<file path="src/hw/rtl/bcm_pkg.sv">
// Shared types, widths and helpers for the binary classification metrics core.
// No dependencies; every other file imports this package.
`timescale 1ns / 1ps

package bcm_pkg;

	localparam int COUNT_BITS = 32;
	localparam int SCORE_BITS = 16;
	localparam int PCT_W      = 15;
	localparam int OUT_CNT_W  = 32;

	// Divisor holds the sum of four counters, or P+R for the F1 step.
	localparam int DEN_W = (COUNT_BITS + 2 > PCT_W + 2) ? COUNT_BITS + 2 : PCT_W + 2;
	// Dividend is below den * 2^PCT_W for every division in the core.
	localparam int NUM_W = DEN_W + PCT_W;
	localparam int EXT_W = (COUNT_BITS > OUT_CNT_W) ? COUNT_BITS : OUT_CNT_W;

	localparam logic [SCORE_BITS-1:0] THRESHOLD_RESET = SCORE_BITS'(128);

	localparam logic [1:0] TRUTH_NEG = 2'd0;
	localparam logic [1:0] TRUTH_POS = 2'd1;

	typedef struct packed {
		logic [SCORE_BITS-1:0] score;
		logic [1:0]            truth_code;
		logic                  last;
	} sample_t;

	typedef struct packed {
		logic [OUT_CNT_W-1:0] true_pos;
		logic [OUT_CNT_W-1:0] false_pos;
		logic [OUT_CNT_W-1:0] true_neg;
		logic [OUT_CNT_W-1:0] false_neg;
		logic [PCT_W-1:0]     accuracy_pct;
		logic [PCT_W-1:0]     precision_pct;
		logic [PCT_W-1:0]     recall_pct;
		logic [PCT_W-1:0]     f1_pct;
	} result_t;

	typedef struct packed {
		logic [COUNT_BITS-1:0] tp;
		logic [COUNT_BITS-1:0] fp;
		logic [COUNT_BITS-1:0] tn;
		logic [COUNT_BITS-1:0] fn;
	} counts_t;

	typedef struct packed {
		logic inc;
		logic clr;
	} cnt_ctl_t;

	// Zero-extend or truncate a counter to the result field width.
	function automatic logic [OUT_CNT_W-1:0] cnt_out(input logic [COUNT_BITS-1:0] c);
		logic [EXT_W-1:0] e;
		e = EXT_W'(c);
		return e[OUT_CNT_W-1:0];
	endfunction

	// num * 25600 as shifts and adds: 25600 = (64 + 32 + 4) * 256.
	function automatic logic [NUM_W-1:0] scale_pct(input logic [DEN_W-1:0] n);
		logic [NUM_W-1:0] e;
		e = NUM_W'(n);
		return (e << 14) + (e << 13) + (e << 10);
	endfunction

endpackage

</file>
<file path="src/hw/rtl/bcm_counter.sv">
// Confusion matrix counters: classify one sample per cycle, saturate at full scale.
// Depends on bcm_pkg.
`timescale 1ns / 1ps

module bcm_counter (
	input  logic                           clk,
	input  logic                           arst_n,
	input  bcm_pkg::cnt_ctl_t              ctl,
	input  logic [bcm_pkg::SCORE_BITS-1:0] score,
	input  logic [1:0]                     truth_code,
	input  logic [bcm_pkg::SCORE_BITS-1:0] threshold,
	output bcm_pkg::counts_t               counts
);
	import bcm_pkg::*;

	counts_t cnt_q;
	logic    pos;

	assign pos    = $signed(score) >= $signed(threshold);
	assign counts = cnt_q;

	function automatic logic [COUNT_BITS-1:0] bump(input logic [COUNT_BITS-1:0] c);
		return (&c) ? c : c + COUNT_BITS'(1);
	endfunction

	always_ff @(posedge clk or negedge arst_n) begin
		if (!arst_n) begin
			cnt_q <= '0;
		end else if (ctl.clr) begin
			cnt_q <= '0;
		end else if (ctl.inc) begin
			// other truth codes count nowhere
			if (truth_code == TRUTH_POS) begin
				if (pos) cnt_q.tp <= bump(cnt_q.tp);
				else     cnt_q.fn <= bump(cnt_q.fn);
			end else if (truth_code == TRUTH_NEG) begin
				if (pos) cnt_q.fp <= bump(cnt_q.fp);
				else     cnt_q.tn <= bump(cnt_q.tn);
			end
		end
	end

endmodule

</file>
<file path="src/hw/rtl/bcm_divider.sv">
// Bit-serial restoring divider: one quotient bit per cycle, PCT_W bits per run.
// Requires num < den * 2^PCT_W; a zero divisor gives a zero quotient. Depends on bcm_pkg.
`timescale 1ns / 1ps

module bcm_divider (
	input  logic                      clk,
	input  logic                      arst_n,
	input  logic                      start,
	input  logic [bcm_pkg::NUM_W-1:0] num,
	input  logic [bcm_pkg::DEN_W-1:0] den,
	output logic                      done,
	output logic [bcm_pkg::PCT_W-1:0] quot
);
	import bcm_pkg::*;

	localparam int CNT_W = $clog2(PCT_W);
	localparam logic [CNT_W-1:0] LAST_STEP = CNT_W'(PCT_W - 1);

	logic [DEN_W-1:0] rem_q;
	logic [DEN_W-1:0] den_q;
	logic [PCT_W-1:0] lo_q;
	logic [PCT_W-1:0] quo_q;
	logic             zero_q;
	logic [CNT_W-1:0] step_q;
	logic             run_q;
	logic             done_q;

	logic [DEN_W:0]   trial;
	logic [DEN_W:0]   diff;
	logic             fits;

	assign trial = {rem_q, lo_q[PCT_W-1]};
	assign diff  = trial - {1'b0, den_q};
	assign fits  = trial >= {1'b0, den_q};
	assign done  = done_q;
	assign quot  = zero_q ? '0 : quo_q;

	always_ff @(posedge clk or negedge arst_n) begin
		if (!arst_n) begin
			run_q  <= 1'b0;
			done_q <= 1'b0;
			step_q <= '0;
		end else begin
			done_q <= 1'b0;
			if (start) begin
				run_q  <= 1'b1;
				step_q <= '0;
			end else if (run_q) begin
				step_q <= step_q + CNT_W'(1);
				if (step_q == LAST_STEP) begin
					run_q  <= 1'b0;
					done_q <= 1'b1;
				end
			end
		end
	end

	always_ff @(posedge clk) begin
		if (start) begin
			// upper part of the dividend is already below the divisor
			rem_q  <= num[NUM_W-1:PCT_W];
			lo_q   <= num[PCT_W-1:0];
			den_q  <= den;
			zero_q <= (den == '0);
			quo_q  <= '0;
		end else if (run_q) begin
			rem_q <= fits ? diff[DEN_W-1:0] : trial[DEN_W-1:0];
			lo_q  <= {lo_q[PCT_W-2:0], 1'b0};
			quo_q <= {quo_q[PCT_W-2:0], fits};
		end
	end

endmodule

</file>
<file path="src/hw/rtl/binary_classification_metrics_core.sv">
// Top level of the binary classification metrics core: threshold register,
// counters, end-of-batch sequencer and result register. Depends on bcm_pkg,
// bcm_counter and bcm_divider.
`timescale 1ns / 1ps

// Channel   Direction  Handshake             Payload
// sample    in         sample_valid/stall    sample_t: score, truth_code, last
// result    out        result_valid/stall    result_t: four counts, four percentages
// cfg       in         cfg_we                cfg_data: threshold
//
// Samples without last stream back to back.
// A last sample starts the end-of-batch pass: a snapshot state, then four divisions
// on the shared bit-serial divider (each a load state and a wait for done) and one
// multiply state ahead of the F1 division; sample_stall is high throughout the pass.
// The result waits in its register while result_stall is high; a following batch
// streams in meanwhile and its own end-of-batch pass holds before the result load.
// Reset clears the counters and sets the threshold to 0.5.

module binary_classification_metrics_core (
	input  logic                           clk,
	input  logic                           arst_n,
	input  logic                           sample_valid,
	output logic                           sample_stall,
	input  bcm_pkg::sample_t               sample,
	output logic                           result_valid,
	input  logic                           result_stall,
	output bcm_pkg::result_t               result,
	input  logic                           cfg_we,
	input  logic [bcm_pkg::SCORE_BITS-1:0] cfg_data
);
	import bcm_pkg::*;

	localparam logic [2:0] S_IDLE = 3'd0;
	localparam logic [2:0] S_SNAP = 3'd1;
	localparam logic [2:0] S_LOAD = 3'd2;
	localparam logic [2:0] S_WAIT = 3'd3;
	localparam logic [2:0] S_MUL  = 3'd4;
	localparam logic [2:0] S_OUT  = 3'd5;

	localparam logic [1:0] OP_ACC  = 2'd0;
	localparam logic [1:0] OP_PREC = 2'd1;
	localparam logic [1:0] OP_REC  = 2'd2;
	localparam logic [1:0] OP_F1   = 2'd3;

	logic [2:0]            state_q;
	logic [1:0]            op_q;
	logic [SCORE_BITS-1:0] threshold_q;
	counts_t               snap_q;
	logic [PCT_W-1:0]      acc_q;
	logic [PCT_W-1:0]      prec_q;
	logic [PCT_W-1:0]      rec_q;
	logic [PCT_W-1:0]      f1_q;
	logic [2*PCT_W-1:0]    pr_q;
	logic [PCT_W:0]        psum_q;
	logic                  result_valid_q;
	result_t               result_q;

	counts_t               counts;
	cnt_ctl_t              cnt_ctl;
	logic                  accept;
	logic                  div_start;
	logic [NUM_W-1:0]      div_num;
	logic [DEN_W-1:0]      div_den;
	logic                  div_done;
	logic [PCT_W-1:0]      div_quot;
	logic                  slot_free;

	assign sample_stall = (state_q != S_IDLE);
	assign accept       = sample_valid && !sample_stall;
	assign cnt_ctl.inc  = accept;
	assign cnt_ctl.clr  = (state_q == S_SNAP);
	assign div_start    = (state_q == S_LOAD);
	assign slot_free    = !result_valid_q || !result_stall;
	assign result_valid = result_valid_q;
	assign result       = result_q;

	bcm_counter u_counter (
		.clk        (clk),
		.arst_n     (arst_n),
		.ctl        (cnt_ctl),
		.score      (sample.score),
		.truth_code (sample.truth_code),
		.threshold  (threshold_q),
		.counts     (counts)
	);

	bcm_divider u_divider (
		.clk    (clk),
		.arst_n (arst_n),
		.start  (div_start),
		.num    (div_num),
		.den    (div_den),
		.done   (div_done),
		.quot   (div_quot)
	);

	// operand select for the shared divider
	always_comb begin
		unique case (op_q)
			OP_ACC: begin
				div_num = scale_pct(DEN_W'(snap_q.tp) + DEN_W'(snap_q.tn));
				div_den = DEN_W'(snap_q.tp) + DEN_W'(snap_q.fp)
					+ DEN_W'(snap_q.tn) + DEN_W'(snap_q.fn);
			end
			OP_PREC: begin
				div_num = scale_pct(DEN_W'(snap_q.tp));
				div_den = DEN_W'(snap_q.tp) + DEN_W'(snap_q.fp);
			end
			OP_REC: begin
				div_num = scale_pct(DEN_W'(snap_q.tp));
				div_den = DEN_W'(snap_q.tp) + DEN_W'(snap_q.fn);
			end
			OP_F1: begin
				div_num = NUM_W'({pr_q, 1'b0});
				div_den = DEN_W'(psum_q);
			end
		endcase
	end

	always_ff @(posedge clk or negedge arst_n) begin
		if (!arst_n) begin
			threshold_q <= THRESHOLD_RESET;
		end else if (cfg_we) begin
			threshold_q <= cfg_data;
		end
	end

	always_ff @(posedge clk or negedge arst_n) begin
		if (!arst_n) begin
			state_q        <= S_IDLE;
			op_q           <= OP_ACC;
			result_valid_q <= 1'b0;
		end else begin
			if (state_q == S_OUT && slot_free) begin
				result_valid_q <= 1'b1;
			end else if (result_valid_q && !result_stall) begin
				result_valid_q <= 1'b0;
			end
			unique case (state_q)
				S_IDLE: begin
					if (accept && sample.last) state_q <= S_SNAP;
				end
				S_SNAP: begin
					op_q    <= OP_ACC;
					state_q <= S_LOAD;
				end
				S_LOAD: begin
					state_q <= S_WAIT;
				end
				S_WAIT: begin
					if (div_done) begin
						unique case (op_q)
							OP_ACC, OP_PREC: begin
								op_q    <= op_q + 2'd1;
								state_q <= S_LOAD;
							end
							OP_REC:  state_q <= S_MUL;
							OP_F1:   state_q <= S_OUT;
						endcase
					end
				end
				S_MUL: begin
					op_q    <= OP_F1;
					state_q <= S_LOAD;
				end
				S_OUT: begin
					// hold until the result register is free
					if (slot_free) state_q <= S_IDLE;
				end
				default: state_q <= S_IDLE;
			endcase
		end
	end

	always_ff @(posedge clk) begin
		if (state_q == S_SNAP) snap_q <= counts;
		if (state_q == S_WAIT && div_done) begin
			unique case (op_q)
				OP_ACC:  acc_q  <= div_quot;
				OP_PREC: prec_q <= div_quot;
				OP_REC:  rec_q  <= div_quot;
				OP_F1:   f1_q   <= div_quot;
			endcase
		end
		if (state_q == S_MUL) begin
			pr_q   <= prec_q * rec_q;
			psum_q <= {1'b0, prec_q} + {1'b0, rec_q};
		end
		if (state_q == S_OUT && slot_free) begin
			result_q.true_pos      <= cnt_out(snap_q.tp);
			result_q.false_pos     <= cnt_out(snap_q.fp);
			result_q.true_neg      <= cnt_out(snap_q.tn);
			result_q.false_neg     <= cnt_out(snap_q.fn);
			result_q.accuracy_pct  <= acc_q;
			result_q.precision_pct <= prec_q;
			result_q.recall_pct    <= rec_q;
			result_q.f1_pct        <= f1_q;
		end
	end

endmodule

</file>
<file path="config.mk">
export PLATFORM = sky130hd
export DESIGN_NAME = binary_classification_metrics_core
export DESIGN_NICKNAME = d
export VERILOG_FILES = /design/src/hw/rtl/bcm_pkg.sv /design/src/hw/rtl/bcm_counter.sv /design/src/hw/rtl/bcm_divider.sv /design/src/hw/rtl/binary_classification_metrics_core.sv
export SDC_FILE = /design/constraint.sdc
export NUM_CORES = 2
export LEC_CHECK = 0
export BUFFER_PORTS_ARGS = -buffer_cell sky130_fd_sc_hd__buf_2
export CAP_MARGIN = 30
export CORE_MARGIN = 4
export CORE_UTILIZATION = 54
export DETAILED_ROUTE_END_ITERATION = 10
export GPL_TIMING_DRIVEN = 0
export PLACE_DENSITY = 0.72
export SYNTH_ARGS = -nofsm -noshare
export SYNTH_HDL_FRONTEND = slang
export SYNTH_SLANG_ARGS = --single-unit
export TNS_END_PERCENT = 20
</file>
<file path="constraint.sdc">
create_clock -name clk -period 12.2 [get_ports clk]
set_clock_uncertainty 0.05 [all_clocks]
set_input_delay 1.83 -clock clk [delete_from_list [all_inputs] [get_ports clk]]
set_output_delay 1.83 -clock clk [all_outputs]
set_load 0.02 [all_outputs]
</file>
# Yosys cells after proc, flatten, opt, wreduce, memory -nomap -nowiden
# Cells that the tools add are included.
# op_classes
reduce_logical	38
muxes	40
n_eq_ne	20
add_sub_neg	17
multipliers	1
magnitude_cmp	2
# op_table
operator	n
32-bit 2-to-1 mux	10
128-bit 2-to-1 mux	2
49-bit one-hot mux with 3 select lines	1
34-bit one-hot mux with 4 select lines	1
32-bit by 1-bit adder with 32-bit output (second input constant)	4
64-bit 2-to-1 mux	2
32-bit AND reduction	4
34-bit 2-to-1 mux	3
32-bit by 32-bit adder with 33-bit output	3
34-bit by 32-bit adder with 34-bit output	2
48-bit by 43-bit adder with 49-bit output	1
47-bit by 42-bit adder with 48-bit output	1
47-bit by 46-bit adder with 48-bit output	1
46-bit by 45-bit adder with 47-bit output	1
15-bit 2-to-1 mux	3
35-bit by 34-bit >= comparator with 1-bit output	1
34-bit zero test	1
34-bit subtractor	1
15-bit by 15-bit multiplier with 30-bit output	1
15-bit by 15-bit adder with 16-bit output	1
16-bit >= comparator	1
2-bit inequality test (second input constant)	8
3-bit one-hot mux with 5 select lines	1
2-bit nonzero test	6
other kinds (26)	58
# word_totals
output_inout_bits	190
regBits	677

# Logic depth before layout (Yosys ltp)
# depth
word_depth	7
depth_mapped	28
ltp_nobuf	27

# Modules after synthesis
# A second synthesis with hierarchy kept.
# hier_totals
hier_cells	4654
area_unflattened_um2	48796.8
# by_module_without_submodules
mod	n_inst	cells_per_inst	area_per_inst_um2	seq_area_each_um2
binary_classification_metrics_core	1	3116	34446.8	13223.9
bcm_counter	1	868	7698.6	3203.1
bcm_divider	1	670	6651.4	2972.9

# Worst setup path before layout
# Ideal clock, no wire load.
# synth_timing
path_kind	input port to flip-flop
from	in result_stall
to	reg result_q, in the netlist result[0] (enable)
setup_slack_ps	701
arrival_time_ps	10650
setup_ps	799
path_stages	1
path_buffers	0
path_cell_list	a21oi_1
# synth_via
elab_chain_cells	3
# synth_rtl
item	line_no	rtl
start, declared	binary_classification_metrics_core.sv:26	input logic result_stall,
1-bit zero test	binary_classification_metrics_core.sv:73	assign slot_free = !result_valid_q || !result_stall;
1-bit logical OR	binary_classification_metrics_core.sv:73	
1-bit logical AND	binary_classification_metrics_core.sv:189	if (state_q == S_OUT && slot_free) begin
end, declared	binary_classification_metrics_core.sv:56	result_t result_q;
# No other way between the ends.
# A chain may end at the register's enable or synchronous reset.

# Worst setup path in the final report
# layout_timing
from	reg snap_q[97] (netlist bit)
to	reg u_divider.zero_q (data pin)
# layout_via
elab_chain_cells	5
word_cells_on_any_way	6
classes_between	add/sub: 4; mux: 1; reduce/logical: 1
# layout_rtl
item	line_no	rtl
start, declared	binary_classification_metrics_core.sv:48	counts_t snap_q;
start signal, assigned	binary_classification_metrics_core.sv:176	if (state_q == S_SNAP) snap_q <= counts;
32-bit by 32-bit adder with 33-bit output	binary_classification_metrics_core.sv:102, binary_classification_metrics_core.sv:107	
34-bit by 32-bit adder with 34-bit output (2 in series)	binary_classification_metrics_core.sv:103	+ DEN_W'(snap_q.tn) + DEN_W'(snap_q.fn);
34-bit one-hot mux with 4 select lines (*)	binary_classification_metrics_core.sv:99	unique case (op_q)
via div_den[24]	binary_classification_metrics_core.sv:63	logic [DEN_W-1:0] div_den;
34-bit zero test (*)	bcm_divider.sv:64	zero_q <= (den == '0);
end signal, assigned	bcm_divider.sv:64	
end, declared	bcm_divider.sv:23	logic zero_q;
# Mark *: on every way through the listed nets, which the timed path passes. The rest lies on a longest branch.

==> results by group <==
Power and ir drop
  – Worst ir drop on vdd: 0.0953 mV
  – Pwr Total: 4.68 mW
  – Leakage: 20.8 nW
  – Areal power density over the cells: 90.4 nW/µm²

Drt
  – Number of vias per cell: 5.96
  – Router iterations before antenna repair: 5
  – Remaining antenna violation count after routing: 0
  – Routed length per placed instance: 22.4 µm
  – Iteration-0 DRC count of the detailed router: 3440
  – Wire length after detailed routing: 132000 µm
  – Remaining DRCs: 0
  – Total vias in the final route: 35042

Finish
  – Inserted Diodes: 0
  – Non-Filler Instances: 5876
  – Summed area of non-filler cells in the final layout: 51800 µm²
  – Fraction of final layout cells sized beyond drive strength 1: 8.58%
  – Layout Area Growth over Synthesis: 11.4%
  – Final Net Count: 5349

Timing
  – Actual slew at the worst max-slew pin: 1.07 ns
  – Highest clock frequency the design can meet: 117 MHz
  – Worst slew slack as a fraction of its limit: 26.9%
  – Final setup fails: 0
  – Final count of hold timing violations: 0
  – RSZ-0062 raised after global routing: no
  – Count of final max-slew check failures: 0
  – Final Critical Period: 8.55 ns
  – Final worst path period share: 70.1%

GRT
  – Pin count of the biggest net entering global routing: 96
  – GR Util All Layers: 29.0%
  – Vias in the first global route: 34574
  – Global-route wire length before repair: 202000 µm
  – Antenna violations before repair: 5
  – Gr ovfl total: 0

Clocking
  – Resized Gates After CTS: 0
  – Hold buffer count at CTS: 0
  – Count of buffers added by post-CTS timing repair for setup: 0
  – Source-to-sink clock delay at the later pin of the worst-skew pair: 0.63 ns
  – Clock sink count: 676
  – Cell at the root of the clock tree: clkbuf_16
  – Clock transition time at the flip-flop clock pins of the worst setup and hold paths: 0.06 ns
  – Number of H-tree levels: 3
  – Number of buffers on the longest clock path: 3
  – CTS tree: built
  – Number of buffers added by the clock tree synthesis step: 71

Worst hold path
  – Path category of the worst min-delay check: reg2reg

Floorplan
  – Die ar.: 90900 µm²
  – Placement Rows: 107
  – Y dimension of the die: 302 µm
  – Top-level I/O count: 230
  – Die span in x: 302 µm
  – Placeable core area: 85300 µm²
  – Starting utilization of the core area: 54.6%

Logic synthesis
  – Number of synthesis warnings: 0
  – Mapped Nets: 5032
  – Predominant post-synthesis flop cell: edfxtp_1
  – Netlist Area Pre-Place: 46500 µm²
  – Share of synthesized flip-flops with an asynchronous set or reset: 23.1%
  – Cell count after synthesis: 4357
  – Post-synth EDFFs: 505
  – Synth unique cells: 89
  – Sequential share of the synthesized area: 41.6%
  – Register bit count reported by yosys: 676
  – Mean instance size in the synthesized netlist: 10.7 µm²

Worst setup path
  – Required time at the worst-slack endpoint: 12.45 ns
  – Buffers and inverters on the worst path: 0
  – Startpoint type of the worst setup path: flip-flop
  – Cell repeated most along the worst path: a21oi_1
  – Crit path max fanout: 10
  – Slowest cell delay on critical path: 0.86 ns
  – Slowest stage cell on the critical path: edfxtp_1
  – Data arrival at the endpoint of the critical path: 8.80 ns
  – FF-to-FF setup slack: 3.65 ns
  – Crit end category: flip-flop
  – Series of cell instances along the critical path: ha_1 -> a211oi_2 -> o21ai_1 -> a2111oi_1 -> o21ai_1 -> o221ai_2 -> o21ai_0 -> a21oi_1 -> xnor2_1 -> fa_1 -> ha_1 -> a21oi_1 -> o21bai_1 -> a21oi_1 -> nand2_1 -> o21ai_0 -> xnor2_1 -> a221o_1 -> or4b_1 -> nor4_1 -> nand4bb_1 -> or4_1 -> nor4_2
  – WS Path Type: reg2reg
  – Delay-heaviest family, CP: compound AO/OA/AOI/OAI gates

Flow run
  – Number of max-cap violations: 0

Place
  – Placed instance area: 49500 µm²
  – Hpwl dp: 104000 µm
  – Gp weighted congestion: 0.965
  – Number of placed instances with taps included: 5745
  – Number of input and output port buffers inserted: 229

Run status
  – Status: complete, no violations
## cells in the final DEF, fill, tap and decap left out, drive strengths merged, types with 17 or more instances in the layout
master and n:
clkbuf 207, o21a 34, nand3 94, a211oi 47, a31oi 28, dfrtp 155
xnor2 169, mux2i 26, ha 371, nor2 311, nor2b 46, a221oi 32
or3 34, nand4 46, edfxtp 505, buf 259, a21oi 285, o211ai 17
inv 406, o21bai 39, xor2 162, a22oi 21, nand2b 40, clkinv 20
fa 264, a21o 99, and2 120, nand2 347, o21ai 181, nor3 56
and3 59
## metrics by stage
| stage | setup TNS (ns) | setup WS (ns) | hold slack (ns) | utilization (%) |
|---|---|---|---|---|
| after floorplan | 0 | 0.701 | 0.350 | - |
| after global placement | -760.33 | -4.13 | 0.351 | 57.6 |
| after detailed placement | 0 | 3.75 | 0.355 | 58.0 |
| after CTS | 0 | 3.70 | 0.368 | 60.8 |
| after global routing | 0 | 3.31 | 0.375 | 60.8 |
| final | 0 | 3.65 | 0.366 | 60.8 |
## cell usage after synthesis (all sizes together), types with 39 or more instances
cell	count	area [µm²]
a211oi	47	358
nand3	94	470
nand2b	40	250
a21oi	285	1430
nand4	46	288
nor3	56	280
fa	264	5290
o21ai	181	906
clkbuf	112	420
a21o	99	743
nor2	311	1170
nor2b	46	288
inv	400	1500
nand2	347	1300
dfrtp	155	3880
and3	59	369
and2	120	751
xnor2	169	1480
edfxtp	505	15200
o21bai	39	293
ha	371	4640
xor2	162	1420
## worst register-to-register path, stage by stage, from the launching register on
cell and delay [ns]:
edfxtp_1 0.86, ha_1 0.40, a211oi_2 0.31, o21ai_1 0.16, a2111oi_1 0.48, o21ai_1 0.22
o221ai_2 0.33, o21ai_0 0.16, a21oi_1 0.19, xnor2_1 0.25, fa_1 0.50, ha_1 0.40
a21oi_1 0.29, o21bai_1 0.12, a21oi_1 0.20, nand2_1 0.10, o21ai_0 0.33, xnor2_1 0.11
a221o_1 0.42, or4b_1 0.56, nor4_1 0.31, nand4bb_1 0.21, or4_1 0.57, nor4_2 0.66
## routing by layer
metal / GRT usage, % / vias to the layer above / share of wire (%)
met1: 42.0 / 17261 / 43
met2: 44.9 / 1489 / 45
met3: 5.33 / 221 / 9.7
li1: - / 16067 / -
met5: 0 / - / 0.018
met4: 8.57 / 4 / 3.1
## sequential cells by signal, summed over array words and instances (netlist names)
| name | flops |
|---|---|
| u_divider.lo_q | 14 |
| state_q | 3 |
| pr_q | 30 |
| u_divider.run_q | 1 |
| u_counter.counts | 128 |
| threshold_q | 16 |
| result | 188 |
| u_divider.zero_q | 1 |
| u_divider.den_q | 34 |
| u_divider.quo_q | 15 |
| u_divider.rem_q | 34 |
| result_valid | 1 |
| u_divider.done | 1 |
| prec_q | 15 |
| u_divider.step_q | 4 |
| snap_q | 128 |
| acc_q | 15 |
| psum_q | 16 |
| op_q | 2 |
| f1_q | 15 |
| rec_q | 15 |
## final timing paths
check | startpoint | end | depth (start not counted)
setup / recovery | snap_q[97] | u_divider.zero_q | 23
setup reg to reg | snap_q[97] | u_divider.zero_q | 23
hold / removal | acc_q[10] | result[55] | 0
max in group asynchronous | arst_n | result_valid | 2
min in group asynchronous | arst_n | threshold_q[9] | 1
hold reg to reg | acc_q[10] | result[55] | 0
## cell families after synthesis
| group | after synthesis | synth area share [%] |
|---|---|---|
| compound gates | 941 | 13.3 |
| xor+xnor | 331 | 6.23 |
| fa+ha+maj | 635 | 21.3 |
| buf+inv | 527 | 4.26 |
| flops | 676 | 41.6 |
| mux | 30 | 0.656 |
| simple gates | 1217 | 12.6 |
## layout make-up
class                   instances  area [µm²]
clock inverters                36         407
inverters                     400        1500
plain buffers                 127         482
flip-flops and latches        676       19400
multi-input cells            3154       25200
clock buffers                  95        1950
fillers                      7007       33500
repair buffers                244        1470
well taps                    1144        1430
## where the power goes
group	internal [mW]	switching [mW]	total (mW)
logic	0.0177	0.0324	0.0500
clock network	1.23	0.951	2.18
registers	2.45	0.00141	2.45
total	3.70	0.984	4.68
No activity file was read; power rests on OpenSTA's default activity.
